File: src/rtl/core/lgssl_pkg.sv
package lgssl_pkg;

  // Field widths of one input word and one result word.
  localparam int MODE_W        = 3;
  localparam int CHANNEL_W     = 5;
  localparam int LEVEL_W       = 12;
  localparam int CHAN_PER_CHIP = 16;

  // Wide enough to hold any channel count up to sixteen chips.
  localparam int CHAN_CNT_W    = 9;

  // Bit index within one grayscale level.
  localparam int BIT_IDX_W     = $clog2(LEVEL_W);

  // Operation codes carried in the mode field.
  typedef enum logic [MODE_W-1:0] {
    MODE_WRITE     = 3'd0,
    MODE_READ      = 3'd1,
    MODE_WRITE_ALL = 3'd2,
    MODE_START     = 3'd3,
    MODE_TICK      = 3'd4
  } mode_t;

  // Commands from the controller to the datapath.
  typedef struct packed {
    logic accept;
    logic resolve;
    logic pop;
  } lgssl_cmd_t;

  // Status from the datapath to the controller.
  typedef struct packed {
    logic out_valid;
  } lgssl_sts_t;

  // One result word.
  typedef struct packed {
    logic [LEVEL_W-1:0] read_value;
    logic               serial_data;
    logic               clock_pulse;
    logic               latch_pulse;
    logic               busy_res;
  } result_t;

endpackage

File: src/rtl/core/lgssl_ctrl.sv
module lgssl_ctrl import lgssl_pkg::*; (
  input  logic       clk,
  input  logic       rst,
  input  logic       in_valid,
  output logic       in_ready,
  input  logic       out_ready,
  input  lgssl_sts_t sts,
  output lgssl_cmd_t cmd
);

  typedef enum logic [1:0] {
    ST_ACCEPT  = 2'b01,
    ST_RESOLVE = 2'b10
  } state_t;

  state_t state;
  state_t state_next;

  // A word is taken only when the output register is free or drains this cycle.
  assign in_ready    = (state == ST_ACCEPT) && (!sts.out_valid || out_ready);
  assign cmd.accept  = in_valid && in_ready;
  assign cmd.resolve = (state == ST_RESOLVE);
  assign cmd.pop     = sts.out_valid && out_ready;

  // Accept, then resolve with the registered store read.
  always_comb begin
    state_next = state;
    unique case (state)
      ST_ACCEPT: begin
        if (cmd.accept) begin
          state_next = ST_RESOLVE;
        end
      end
      ST_RESOLVE: begin
        state_next = ST_ACCEPT;
      end
      default: begin
        state_next = ST_ACCEPT;
      end
    endcase
  end

  always_ff @(posedge clk) begin
    if (rst) begin
      state <= ST_ACCEPT;
    end else begin
      state <= state_next;
    end
  end

endmodule

File: config.mk
export PLATFORM = sky130hd
export DESIGN_NAME = lgssl_ctrl
export DESIGN_NICKNAME = d
export VERILOG_FILES = /design/src/rtl/core/lgssl_pkg.sv /design/src/rtl/core/lgssl_ctrl.sv
export SDC_FILE = /design/constraint.sdc
export NUM_CORES = 1
export LEC_CHECK = 0
export BUFFER_PORTS_ARGS = -buffer_cell sky130_fd_sc_hd__buf_4
export CELL_PAD_IN_SITES_DETAIL_PLACEMENT = 0
export CELL_PAD_IN_SITES_GLOBAL_PLACEMENT = 2
export CORE_AREA = 2 2 39 41
export DETAILED_ROUTE_END_ITERATION = 12
export DIE_AREA = 0 0 41 43
export PLACE_DENSITY_LB_ADDON = 0.25
export SYNTH_ARGS = -nofsm -noshare
export SYNTH_HDL_FRONTEND = slang
export SYNTH_SLANG_ARGS = --single-unit
File: constraint.sdc
create_clock -name clk -period 0.95 [get_ports clk]
set_input_delay 0.19 -clock clk [delete_from_list [all_inputs] [get_ports clk]]
set_output_delay 0.19 -clock clk [all_outputs]
set_load 0.02 [all_outputs]
==> reports/results.md <==
| Metric | This run | Unit |
| --- | --- | --- |
| Run status | finished, violations left | - |
| Violations in the final reports | setup timing | - |
| Cell taking the most area after synthesis | dfxtp_1 | - |
| Slew @ Worst Pin | 216 | ps |
| Cell area after technology mapping | 105 | sq um |
| Post-synthesis mux area share | 0 | % |
| Starting Density | 7.59 | % |
| Number of DRC violations after detailed routing | 0 | - |
| Clock slew seen by the registers of the worst setup and hold paths | 30 | ps |
| Core outline area | 0.00138 | sq mm |
| Synth async-reset ratio | 0 | % |
| Leakage dissipation | 0.0995 | nW |
| Initial drt markers | 0 | - |
| Initial antenna violation count | 0 | - |
| Via count of the first global-routing pass | 120 | - |
| Largest register FFs | 2 | - |
| Unrepaired setup endpoints after global routing | yes | - |
| Largest cells by area after synthesis | dfxtp_1 38%, and4bb_2 12%, nor2b_1 12%, or4b_1 9.5%, nor4b_1 8.3% | - |
| Number of vias in the routed layout | 126 | - |
| Port bufs | 8 | - |
| Tightest Hold Check Type | input pin to flop | - |
| TritonCTS Buffers | 3 | - |
| Commonest cells post-synth | 2 x dfxtp_1, 2 x nor2b_1 | - |
| Overflow left after global routing | 0 | - |
| WHS | 229 | ps |
| Simple-gate share of the synthesized area | 61.9 | % |
| Die Width | 41 | microns |
| Number of max-cap violations | 0 | - |
| Synth Area per Inst | 10.5 | sq um |
| Post-synthesis cell type count | 8 | - |
| First-pass GRT wire length | 510 | microns |
| Fraction of synthesized cell area taken by the top area cell type | 38.1 | % |
| Detail-routed via count per cell | 3.32 | - |
| Clock H-tree levels | 1 | - |
| Sequential cell area fraction in the yosys report | 38.1 | % |
| Count of state elements after synthesis | 2 | - |
| Multi-input combinational cell area | 72.6 | sq um |
| # clock sinks | 2 | - |
| Buffer cell driving the clock tree root | clkbuf_4 | - |
| Register cell area after layout | 42.5 | sq um |
| Overall track demand over capacity in global routing | 5.01 | % |
| Fraction of the core area covered by cells at the end of the flow | 16.5 | % |
| Highest achievable clock rate | 0.867 | GHz |
| Net Count, Synth | 15 | - |
| Final count of pins violating max slew | 0 | - |
| Power per cell area | 1550 | mW/mm^2 |
| Clock tree from TritonCTS | yes | - |
| Layout fillers | 163 | - |
| Clock Tree Buf Depth | 2 | - |
| Remaining max-slew budget at the tightest pin | 85.4 | % |
| Detailed-route wire length per cell | 8.29 | microns |
| CP endpoint kind | output port | - |
| Most common cell after layout, fill and taps aside | buf_4 | - |
| Commonest cells after routing, fill and taps aside | 8 x buf_4, 3 x clkbuf_4, 2 x dfxtp_2 | - |
| Area growth from synthesis to final layout | 118 | % |
| Number of hold-slack violations in the final timing report | 0 | - |
| Core Rows | 14 | - |
| Worst skew pair latency | 220 | ps |
| Worst IR Drop VDD | 0.338 | mV |
| Area fraction in compound gates after synthesis | 0 | % |
| Mapped Cells | 10 | - |
| Period minus WS final | 1150 | ps |
| Leading register cell type out of synthesis | dfxtp_1 | - |
| Overall die height | 43 | microns |
| Worst EP required | 760 | ps |
| Post-route clock period utilization | 121 | % |
| CTS hold repair buffers | 0 | - |
| Final Wtd Congestion | 0.591 | - |
| Critical path data arrival time | 960 | ps |
| Dominant combinational cell family by area after synthesis | simple AND/OR/NAND/NOR gates | - |
| Fraction of layout instances using a drive strength above 1 | 77.3 | % |
| Clock Skews | 1.53 | ps |
| Number of enable flip-flop cells after synthesis | 0 | - |
| CP max FO | 5 | - |
| Total I/O pin count | 9 | - |
| Post-route design area | 229 | sq um |
| Placement-stage cell area | 198 | sq um |
| Antenna Nets Post-Route | 0 | - |
| Share of synthesized cell area in full adder, half adder and majority cells | 0 | % |
| Final setup vio count | 4 | - |
| Largest reg by FF count | state | - |
| Yosys warning count | 0 | - |
| Largest net degree at the start of global routing | 6 | - |
| Final-layout setup total negative slack | -445 | ps |
| Die Footprint | 0.00176 | sq mm |
| Worst-case register-to-register setup slack | -10 | ps |
| Largest registers in the final layout | state x2 | - |
| Post-Synth XOR/XNOR Area | 0 | % |
| Number of antenna diodes | 0 | - |
| Initial DRT Pass Iterations | 1 | - |
| Post-detailed-routing wire length | 315 | microns |
| Critical Path Source Type | flop | - |
| Net total in the final layout | 29 | - |
| Critical path start-end classification | flop to output port | - |
| Setup ws final | -204 | ps |
per-stage QoR:
stage | setup WS, ps | power [W] | instances
after global routing | -228 | 0.000382 | 38
after floorplan | -27.9 | 0.000130 | 10
final | -204 | 0.000354 | 38
after CTS | -211 | 0.000368 | 38
after detailed placement | -195 | 0.000167 | 35
after global placement | -171 | 0.000166 | 35
worst max-delay path, stage by stage, from the launching register on:
cell and delay (ps):
dfxtp_2 330, and4bb_2 300, buf_6 120
power by group:
part           internal [W]  switching (W)  total (W)
Combinational     0.0000436      0.0000304  0.0000740
Sequential        0.0000908     0.00000537  0.0000962
Clock              0.000139      0.0000446   0.000184
kinds of logic after synthesis:
logic type | Yosys count
flops | 2
simple gates | 8
routing by layer:
| metal | up-vias | GRT usage (%) | part of all wire, % |
|---|---|---|---|
| li1 | 64 | - | - |
| met3 | 0 | 4.71 | 14 |
| met4 | 0 | 6.00 | 0 |
| met1 | 54 | 5.10 | 45 |
| met2 | 8 | 5.00 | 41 |
| met5 | - | 0 | 0 |
repair_timing:
item	4_1_cts	5_1_grt
resized for setup	3	1
endpoints found under the setup margin	4	4
setup buffers	0	0
worst paths after layout:
path | startpoint | end | depth (start not counted)
worst min-delay path | rst | state[1] | 3
worst max-delay path | state[1] | cmd[2] | 2
worst min register to register | state[1] | state[1] | 1
worst max register to register | state[1] | state[0] | 1
final cells by class:
class / instances / share of cell area, %
Clock buffer: 3 / 9.84
Sequential cell: 2 / 18.6
Multi-Input combinational cell: 8 / 31.7
Timing Repair Buffer: 9 / 31.1
Tap cell: 16 / 8.74
No activity file was read; power rests on OpenSTA's default activity.
