===== config.mk =====
export PLATFORM = sky130hd
export DESIGN_NAME = lgssl_dp
export DESIGN_NICKNAME = d
export VERILOG_FILES = /design/src/rtl/core/lgssl_pkg.sv /design/src/rtl/core/lgssl_dp.sv
export SDC_FILE = /design/constraint.sdc
export NUM_CORES = 1
export LEC_CHECK = 0
export BUFFER_PORTS_ARGS = -buffer_cell sky130_fd_sc_hd__buf_4
export CAP_MARGIN = 10
export CORE_ASPECT_RATIO = 1.2
export CORE_UTILIZATION = 40
export DETAILED_ROUTE_END_ITERATION = 6
export MAX_ROUTING_LAYER = met4
export SYNTH_ARGS = -nofsm -noshare
export SYNTH_HDL_FRONTEND = slang
export SYNTH_SLANG_ARGS = --single-unit

===== constraint.sdc =====
create_clock -name clk -period 3.8 [get_ports clk]
set_clock_uncertainty 0.2 [all_clocks]
set_input_delay 0.76 -clock clk [delete_from_list [all_inputs] [get_ports clk]]
set_output_delay 0.76 -clock clk [all_outputs]
set_load 0.05 [all_outputs]

===== src/rtl/core/lgssl_pkg.sv =====
package lgssl_pkg;

  // Field widths of one input word and one result word.
  localparam int MODE_W        = 3;
  localparam int CHANNEL_W     = 5;
  localparam int LEVEL_W       = 12;
  localparam int CHAN_PER_CHIP = 16;

  // Wide enough to hold any channel count up to sixteen chips.
  localparam int CHAN_CNT_W    = 9;

  // Bit index within one grayscale level.
  localparam int BIT_IDX_W     = $clog2(LEVEL_W);

  // Operation codes carried in the mode field.
  typedef enum logic [MODE_W-1:0] {
    MODE_WRITE     = 3'd0,
    MODE_READ      = 3'd1,
    MODE_WRITE_ALL = 3'd2,
    MODE_START     = 3'd3,
    MODE_TICK      = 3'd4
  } mode_t;

  // Commands from the controller to the datapath.
  typedef struct packed {
    logic accept;
    logic resolve;
    logic pop;
  } lgssl_cmd_t;

  // Status from the datapath to the controller.
  typedef struct packed {
    logic out_valid;
  } lgssl_sts_t;

  // One result word.
  typedef struct packed {
    logic [LEVEL_W-1:0] read_value;
    logic               serial_data;
    logic               clock_pulse;
    logic               latch_pulse;
    logic               busy_res;
  } result_t;

endpackage


===== src/rtl/core/lgssl_dp.sv =====
module lgssl_dp import lgssl_pkg::*; #(
  parameter int CHIPS = 2
) (
  input  logic                 clk,
  input  logic                 rst,
  input  lgssl_cmd_t           cmd,
  output lgssl_sts_t           sts,
  input  logic [MODE_W-1:0]    in_mode,
  input  logic [CHANNEL_W-1:0] in_channel,
  input  logic [LEVEL_W-1:0]   in_value,
  output result_t              res
);

  localparam int CHANNELS = CHIPS * CHAN_PER_CHIP;
  localparam int AW       = $clog2(CHANNELS);
  localparam logic [CHAN_CNT_W-1:0] ChanCount = CHAN_CNT_W'(CHANNELS);

  // Latched input word.
  mode_t                item_mode;
  logic [CHANNEL_W-1:0] item_channel;
  logic [LEVEL_W-1:0]   item_value;

  // Grayscale store: memory plus per-entry valid bits over a common base level.
  logic [LEVEL_W-1:0]  mem [CHANNELS];
  logic [LEVEL_W-1:0]  mem_q;
  logic                valid_q;
  logic [CHANNELS-1:0] valid_bits;
  logic [LEVEL_W-1:0]  base;

  // Shift sequencer state.
  logic                 updating;
  logic                 shifted_all;
  logic [AW-1:0]        chan_idx;
  logic [BIT_IDX_W-1:0] bit_idx;
  logic                 updating_next;
  logic                 shifted_all_next;
  logic [AW-1:0]        chan_idx_next;
  logic [BIT_IDX_W-1:0] bit_idx_next;

  logic                  out_valid;
  result_t               res_next;
  logic [CHAN_CNT_W-1:0] in_chan_ext;
  logic [CHAN_CNT_W-1:0] item_chan_ext;
  logic [AW-1:0]         rd_addr;
  logic [AW-1:0]         item_addr;
  logic [LEVEL_W-1:0]    word;
  logic                  in_range;
  logic                  wr_en;
  logic                  clr_all;

  assign sts.out_valid = out_valid;

  // Store address: the shift channel for a tick, else the channel field.
  assign in_chan_ext   = CHAN_CNT_W'(in_channel);
  assign item_chan_ext = CHAN_CNT_W'(item_channel);
  assign rd_addr       = (in_mode == MODE_TICK) ? chan_idx : in_chan_ext[AW-1:0];
  assign item_addr     = item_chan_ext[AW-1:0];
  assign in_range      = item_chan_ext < ChanCount;
  assign word          = valid_q ? mem_q : base;

  always_ff @(posedge clk) begin
    if (cmd.accept) begin
      item_mode    <= mode_t'(in_mode);
      item_channel <= in_channel;
      item_value   <= in_value;
    end
  end

  // Store memory with registered read.
  always_ff @(posedge clk) begin
    if (cmd.accept) begin
      mem_q   <= mem[rd_addr];
      valid_q <= valid_bits[rd_addr];
    end
    if (wr_en) begin
      mem[item_addr] <= item_value;
    end
  end

  // Valid bits and base level; write-all resets every entry to a new base.
  always_ff @(posedge clk) begin
    if (rst) begin
      valid_bits <= '0;
      base       <= '0;
    end else if (clr_all) begin
      valid_bits <= '0;
      base       <= item_value;
    end else if (wr_en) begin
      valid_bits[item_addr] <= 1'b1;
    end
  end

  // Resolve one word against the current state.
  always_comb begin
    res_next         = '0;
    updating_next    = updating;
    shifted_all_next = shifted_all;
    chan_idx_next    = chan_idx;
    bit_idx_next     = bit_idx;
    wr_en            = 1'b0;
    clr_all          = 1'b0;
    unique case (item_mode)
      MODE_TICK: begin
        if (updating && !shifted_all) begin
          res_next.serial_data = word[bit_idx];
          res_next.clock_pulse = 1'b1;
          if (bit_idx == '0) begin
            bit_idx_next = BIT_IDX_W'(LEVEL_W - 1);
            if (chan_idx == '0) begin
              shifted_all_next = 1'b1;
            end else begin
              chan_idx_next = chan_idx - 1'b1;
            end
          end else begin
            bit_idx_next = bit_idx - 1'b1;
          end
        end else if (updating) begin
          res_next.latch_pulse = 1'b1;
          updating_next        = 1'b0;
        end
      end
      MODE_WRITE: begin
        wr_en = !updating && in_range;
      end
      MODE_READ: begin
        if (!updating && in_range) begin
          res_next.read_value = word;
        end
      end
      MODE_WRITE_ALL: begin
        clr_all = !updating;
      end
      MODE_START: begin
        if (!updating) begin
          updating_next        = 1'b1;
          shifted_all_next     = 1'b0;
          chan_idx_next        = AW'(CHANNELS - 1);
          bit_idx_next         = BIT_IDX_W'(LEVEL_W - 1);
          res_next.clock_pulse = 1'b1;
        end
      end
      default: begin
      end
    endcase
    res_next.busy_res = updating_next;
    if (!cmd.resolve) begin
      wr_en   = 1'b0;
      clr_all = 1'b0;
    end
  end

  // Sequencer registers.
  always_ff @(posedge clk) begin
    if (rst) begin
      updating    <= 1'b0;
      shifted_all <= 1'b0;
      chan_idx    <= '0;
      bit_idx     <= '0;
    end else if (cmd.resolve) begin
      updating    <= updating_next;
      shifted_all <= shifted_all_next;
      chan_idx    <= chan_idx_next;
      bit_idx     <= bit_idx_next;
    end
  end

  // Output register.
  always_ff @(posedge clk) begin
    if (rst) begin
      out_valid <= 1'b0;
    end else if (cmd.resolve) begin
      out_valid <= 1'b1;
    end else if (cmd.pop) begin
      out_valid <= 1'b0;
    end
  end

  always_ff @(posedge clk) begin
    if (cmd.resolve) begin
      res <= res_next;
    end
  end

endmodule


==> run metrics, run 1 <==
prevailing post-synth register cell=edfxtp_1; Die Span Y=250.3 um; final core area utilization=0.4704; Clock Path Buffers=3; vias=12,620; CTS resizes=0; P&R area growth vs syn=15.72%; Max-Cap Viols=0; leading post-synthesis cells by cell area=edfxtp_1 63%, mux2i_1 8.7%, dfxtp_1 5.5%; WL/cell=23.46 um; core area=0.05056 mm2; worst rel slew slack=0.1813; Post-CTS Setup Bufs=0; post-synth cell types=57; mean area per synthesized cell=14.17 um2; vias per std cell=5.645; vias in the first global route=12,510; Place WS=-0.08619 ns; initial antenna violation count=0; Post-synth ARST share=0; Final period util=0.8716; simple-gate portion of the synthesized area=0.08583; cts hold-fix bufs=0; die span in x=208.9 um; DRC viols=0; Detail Route Antenna Nets=0; Pwr Total=11.97 mW; final setup fails=0; xor/xnor share of the synthesized area=0.0008522; All-Layer GR Usage=0.2085; Pins Over Slew Limit=0; met3 wire len=2723 um; post-synth top area share=0.6326; final hold vios=0; mux contribution to synthesized area=0.1225; Nets=1,579; Post-Place Cells=2,144; Critical Path Source Type=input port; LEAKAGE=8.185 nW; met1 wire length=22,670 um; Synthesized Nets=1,478; Critical Path RT=4.04 ns; DIE AREA=0.05230 mm2; global-route wire length before repair=79,100 um; clock sink count=489; synthesized area=0.02055 mm2; CP Class=input port to register; worst-path maximum fanout=12; Ys Warns=0; worst setup margin=0.4879 ns; diode count=0; met2 WL=25,410 um; Finished Layout Cells=2,236; Area after DPL=0.02206 mm2; area leader, netlist=edfxtp_1; Initial Util=0.4065; largest family of logic cells by synthesized area=multiplexers; clock buffer count from CTS=50; Cell Rows=90; DRT iter0 DRCs=1,066; Syn Inst Count=1,451; worst skew pair latency=0.59 ns; Compound-Gate Fraction of Synth Area=0.07992; Hold Crit Start=in_value[5]; port bufs=41; post-route cell area=0.02379 mm2; RePlAce Congestion=0.8496; share of layout cells above drive strength 1=0.1778; CTS tree=done; RSZ-0062 raised after global routing=false; final WL=52,460 um; outcome=finished clean; fmax=0.3019 GHz; Setup TNS=0 ns; GRT overflow=0; DP Wirelength=34,460 um; htree depth=2; measured slew at the worst slew-check pin=1.228 ns; Post-Synth Adder-Cell Area=0.001217; Hold Path Class=input port to register; sequential fraction of the synthesis area=0.6871; IO Pins=42; largest net degree at the start of global routing=56; DR top layer=met4; Seq cells post-synth=489; maximum VDD drop=0.3493 mV; crit path from=in_mode[1]; Post-synth EDFFs=433; power per standard cell area=503.2 mW/mm2; Worst-path clk slew=0.06 ns; minimum clock period=3.312 ns; drt pass-1 iters=5; WP data arrival=3.56 ns; Worst R2R Start=chan_idx[0]$_SDFFE_PP0P_; worst hold-check slack=0.1500 ns; Worst Setup End Kind=register; root buffer cell=clkbuf_16
-- layout make-up --
| cell class | instances | area, um2 |
|---|---|---|
| inverters | 7 | 26.28 |
| well taps | 644 | 805.8 |
| repair buffers | 139 | 1119 |
| clock inverters | 28 | 342.8 |
| multi-input cells | 865 | 5987 |
| clock buffers | 64 | 1378 |
| flip-flops and latches | 489 | 14130 |
| fillers | 4379 | 26780 |
-- Yosys cell counts (21+ instances only) --
library cell and number:
dfxtp_1 56, buf_2 30, o221ai_1 21, a21oi_1 59
clkbuf_1 38, a211oi_1 24, o21a_1 32, edfxtp_1 433
nand3_1 53, nor2_1 87, nand2_1 139, o22ai_1 57
mux2_2 45, mux2i_1 179, nor3_1 24
-- kinds of logic (layout without fill, tap and decap cells) --
family / count (synthesis) / after routing
buf+inv: 97 / 238
fa+ha+maj: 2 / 2
compound gates: 245 / 245
flops: 489 / 489
simple gates: 381 / 381
xor+xnor: 2 / 2
mux: 235 / 235
-- routing by layer --
layer | up-vias | track usage
met5 | - | -
met4 | 0 | 0.07185
met3 | 92 | 0.03285
met2 | 367 | 0.3355
met1 | 6376 | 0.2686
li1 | 5788 | -
-- flip-flops by register name, summed over array words and instances (netlist names) --
name and flops:
mem 384, valid_bits 32, res 16, base 12
item_value 12, mem_q 12, chan_idx 5, item_addr 5
bit_idx 4, item_mode 3, shifted_all 1, sts 1
updating 1, valid_q 1
-- worst max-delay path, stage by stage --
cell	delay, ns
buf_4	0.13
or3b_4	0.50
buf_4	0.23
mux2i_2	0.18
buf_4	0.25
buf_4	0.22
o22ai_1	0.10
nor3_1	0.70
a22oi_1	0.34
nand2_1	0.12
-- cell usage in the layout, fill, tap and decap left out, types with 6 or more instances in the layout --
| cell type | n |
|---|---|
| a211oi_1 | 24 |
| a21oi_1 | 59 |
| a22oi_1 | 9 |
| a311oi_1 | 6 |
| buf_12 | 6 |
| buf_4 | 133 |
| bufinv_16 | 8 |
| clkbuf_1 | 10 |
| clkbuf_16 | 53 |
| clkinv_1 | 8 |
| clkinv_2 | 8 |
| dfxtp_1 | 55 |
| edfxtp_1 | 433 |
| inv_1 | 7 |
| mux2_2 | 45 |
| mux2i_1 | 177 |
| mux4_2 | 7 |
| nand2_1 | 139 |
| nand2b_1 | 8 |
| nand3_1 | 53 |
| nand3b_1 | 7 |
| nor2_1 | 86 |
| nor2b_1 | 19 |
| nor3_1 | 24 |
| nor3b_1 | 7 |
| nor4_1 | 13 |
| o21a_1 | 32 |
| o21ai_0 | 14 |
| o221ai_1 | 21 |
| o22ai_1 | 57 |
-- power by group --
group          switching [mW]  leakage [nW]  internal, mW  total, mW
registers              0.0640          4.39          5.94       6.01
clock network            2.02         0.838          3.10       5.12
logic                   0.551          2.95         0.292      0.843
-- path summary, 6_finish.rpt --
check	to	slack, ns	cells past startpoint
min reg2reg	base[10]$_SDFFE_PP0P_	0.26	2
min	item_value[5]$_DFFE_PP_	0.15	1
max	mem_q[0]$_DFFE_PP_	0.49	10
max reg2reg	mem_q[0]$_DFFE_PP_	0.59	8
Note: power is estimated with default switching activity, not from simulation.
==> run 2, diff against run 1 <==
--- a/config.mk
+++ b/config.mk
@@ -6,11 +6,12 @@
 export NUM_CORES = 1
 export LEC_CHECK = 0
 export BUFFER_PORTS_ARGS = -buffer_cell sky130_fd_sc_hd__buf_4
-export CAP_MARGIN = 10
+export CAP_MARGIN = 15
 export CORE_ASPECT_RATIO = 1.2
 export CORE_UTILIZATION = 40
 export DETAILED_ROUTE_END_ITERATION = 6
 export MAX_ROUTING_LAYER = met4
+export PLACE_DENSITY = 0.58
 export SYNTH_ARGS = -nofsm -noshare
 export SYNTH_HDL_FRONTEND = slang
 export SYNTH_SLANG_ARGS = --single-unit
==> run 2 against run 1 <==
Via count down 0.24%. Routed wire length increased by 2.1%. Combinational power down 1%. Critical path depth unchanged. Final cell count is essentially flat. Largest power group unchanged.
==> run metrics, run 2 (synthesis results as in run 1) <==
final WL=53,580 um (was 52,460 um); final hold vios=0 (unchanged); Worst Setup End Kind=register (unchanged); DP Wirelength=34,080 um (was 34,460 um); vias per std cell=5.634 (was 5.645); RePlAce Congestion=0.8976 (was 0.8496); GRT overflow=0 (unchanged); Comb power frac=0.072 (was 0.070); core area=0.05056 mm2 (unchanged); DIE AREA=0.05230 mm2 (unchanged); worst flop-to-flop path endpoint=mem_q[5]$_DFFE_PP_ (was mem_q[0]$_DFFE_PP_); CP Class=input port to register (unchanged); power per standard cell area=489.1 mW/mm2 (was 503.2 mW/mm2); WL/cell=23.97 um (was 23.46 um); CP max-delay cell=nor4_1 (was nor3_1); Critical Path RT=4.06 ns (was 4.04 ns); All-Layer GR Usage=0.2130 (was 0.2085); Worst-path clk slew=0.06 ns (about the same); P&R area growth vs syn=15.38% (was 15.72%); r2r setup slk=0.80 ns (was 0.59 ns); critical path's top delay family=simple AND/OR/NAND/NOR gates (unchanged); Nets=1,581 (was 1,579); Final period util=0.7987 (was 0.8716); switching portion of total power=0.2266 (was 0.2201); Clk network pwr share=0.410 (was 0.428); vias=12,590 (was 12,620); initial antenna violation count=1 (was 0); Post-CTS Setup Bufs=0 (unchanged); LEAKAGE=8.149 nW (was 8.185 nW); Initial Util=0.4065 (unchanged); CTS tree=done (unchanged); Worst Path Buf+Inv=4 (unchanged); measured slew at the worst slew-check pin=1.067 ns (was 1.228 ns); WHS Path Cells=1 (unchanged); max incr delay on CP=0.64 ns (was 0.70 ns); WP data arrival=3.29 ns (was 3.56 ns); die span in x=208.9 um (unchanged); largest net degree at the start of global routing=63 (was 56); worst hold-check slack=0.1437 ns (was 0.1500 ns); clock sink count=489 (unchanged); Min-Delay Endpoint=item_value[10]$_DFFE_PP_ (was item_value[5]$_DFFE_PP_); Max-Cap Viols=0 (unchanged); cts hold-fix bufs=0 (unchanged); DRC viols=0 (unchanged); clock buffer count from CTS=50 (unchanged); Detail Route Antenna Nets=0 (unchanged); port bufs=41 (unchanged); Die Span Y=250.3 um (unchanged); Critical Path Source Type=input port (unchanged); RSZ-0062 raised after global routing=false (unchanged); Fill cells=4,368 (was 4,379); minimum clock period=3.035 ns (was 3.312 ns); Hold Crit Start=in_value[10] (was in_value[5]); root buffer cell=clkbuf_16 (unchanged); final setup fails=0 (unchanged); worst-case reg-to-reg path depth=7 (was 8); cell internal pwr=8.970 mW (was 9.334 mW); commonest non-fill, non-tap cell in the layout=edfxtp_1 (unchanged); worst-path cell chain=buf_4, or3b_4, buf_12, nand2_1, buf_4, o221ai_1, nor4_1, buf_4, a311oi_1, nand4_1 (was buf_4, or3b_4, buf_4, mux2i_2, buf_4, buf_4, o22ai_1, nor3_1, a22oi_1, nand2_1); Clock Path Buffers=3 (unchanged); largest reg by FF count=mem (unchanged); Pins Over Slew Limit=0 (unchanged); drt pass-1 iters=5 (unchanged); P_sw=2.629 mW (was 2.634 mW); vias in the first global route=12,380 (was 12,510); IO Pins=42 (unchanged); Setup TNS=0 ns (unchanged); diode count=0 (unchanged); CP most frequent cell=buf_4 (unchanged); outcome=finished clean (unchanged); Cell Rows=90 (unchanged); worst-path maximum fanout=62 (was 12); CTS resizes=0 (unchanged); sequential power share=0.519 (was 0.502); Worst R2R Start=chan_idx[0]$_SDFFE_PP0P_ (unchanged); max reg flops=384 (unchanged); worst rel slew slack=0.2889 (was 0.1813); Largest regs=mem: 384 flops, valid_bits: 32 flops, res: 16 flops (unchanged); DRT iter0 DRCs=1,016 (was 1,066); maximum VDD drop=0.2824 mV (was 0.3493 mV); fmax=0.3295 GHz (was 0.3019 GHz); htree depth=2 (unchanged); Hold Path Class=input port to register (unchanged); share of layout cells above drive strength 1=0.1760 (was 0.1778); global-route wire length before repair=79,820 um (was 79,100 um); worst skew pair latency=0.60 ns (was 0.59 ns); commonest non-fill, non-tap cells in the layout=433 x edfxtp_1, 177 x mux2i_1, 139 x nand2_1, 130 x buf_4, 86 x nor2_1 (was 433 x edfxtp_1, 177 x mux2i_1, 139 x nand2_1, 133 x buf_4, 86 x nor2_1)
run 2: changes by cell type in the layout (fill, tap and decap cells not counted), sizes merged:
| cell | change |
|---|---|
| clkbuf | +5 |
| bufinv | -6 |
| clkinv | -4 |
| clkinvlp | +2 |
| buf | +2 |
run 2: through the flow:
step                        util  cells  setup WS (ns)  total power [mW]  cell area (um2)
after floorplan                -   1451         0.8810             6.601            20550
after global placement    0.4371   2144         0.2768             6.950            22100
after detailed placement  0.4374   2145         0.2369             6.961            22120
after CTS                 0.4685   2234         0.8242             11.69            23690
after global routing      0.4691   2235         0.6606             11.95            23720
final                     0.4691   2235         0.7648             11.60            23720
run 2: how the worst max path moves through the flow:
stage | startpoint | end | slack (ns) | cells after the start
2_1_floorplan | in_mode[1] | mem_q[9]$_DFFE_PP_ | 0.88 | 9
3_3_place_gp | in_mode[1] | mem_q[5]$_DFFE_PP_ | 0.28 | 10
3_5_place_dp | in_mode[1] | mem_q[5]$_DFFE_PP_ | 0.24 | 10
4_1_cts | chan_idx[0]$_SDFFE_PP0P_ | mem_q[5]$_DFFE_PP_ | 0.82 | 7
5_1_grt | chan_idx[0]$_SDFFE_PP0P_ | mem_q[5]$_DFFE_PP_ | 0.66 | 7
6_report | in_mode[1] | mem_q[5]$_DFFE_PP_ | 0.76 | 10
run 2: cell type report:
type,count,area [um2],share of cell area
tap,644,805.8,0.03398
clock buffer,69,1418,0.05977
multi-input combinational,865,5987,0.2524
timing repair buffer,141,1199,0.05054
inverter,7,26.28,0.001108
clock inverter,20,153.9,0.006489
sequential,489,14130,0.5957
run 2: power by group through the flow:
stage | clock (mW) | sequential [mW] | combinational (mW)
after detailed placement | 0 | 6.13 | 0.827
after global placement | 0 | 6.14 | 0.812
after global routing | 5.04 | 6.02 | 0.890
after floorplan | 0 | 6.15 | 0.448
final | 4.75 | 6.01 | 0.834
after CTS | 4.84 | 6.02 | 0.830
run 2: metal layers:
layer,track usage,part of all wire
met5,-,0
met2,0.3556,0.50
met3,0.02846,0.053
met4,0.06597,0.026
met1,0.2694,0.42
run 2: worst reg2reg max path: stages, from the launching register on:
cell	delay, ns
dfxtp_4	0.70
buf_4	0.38
mux2_2	0.36
o221ai_1	0.35
nor4_1	0.19
buf_4	0.18
a311oi_1	0.23
nand4_1	0.14
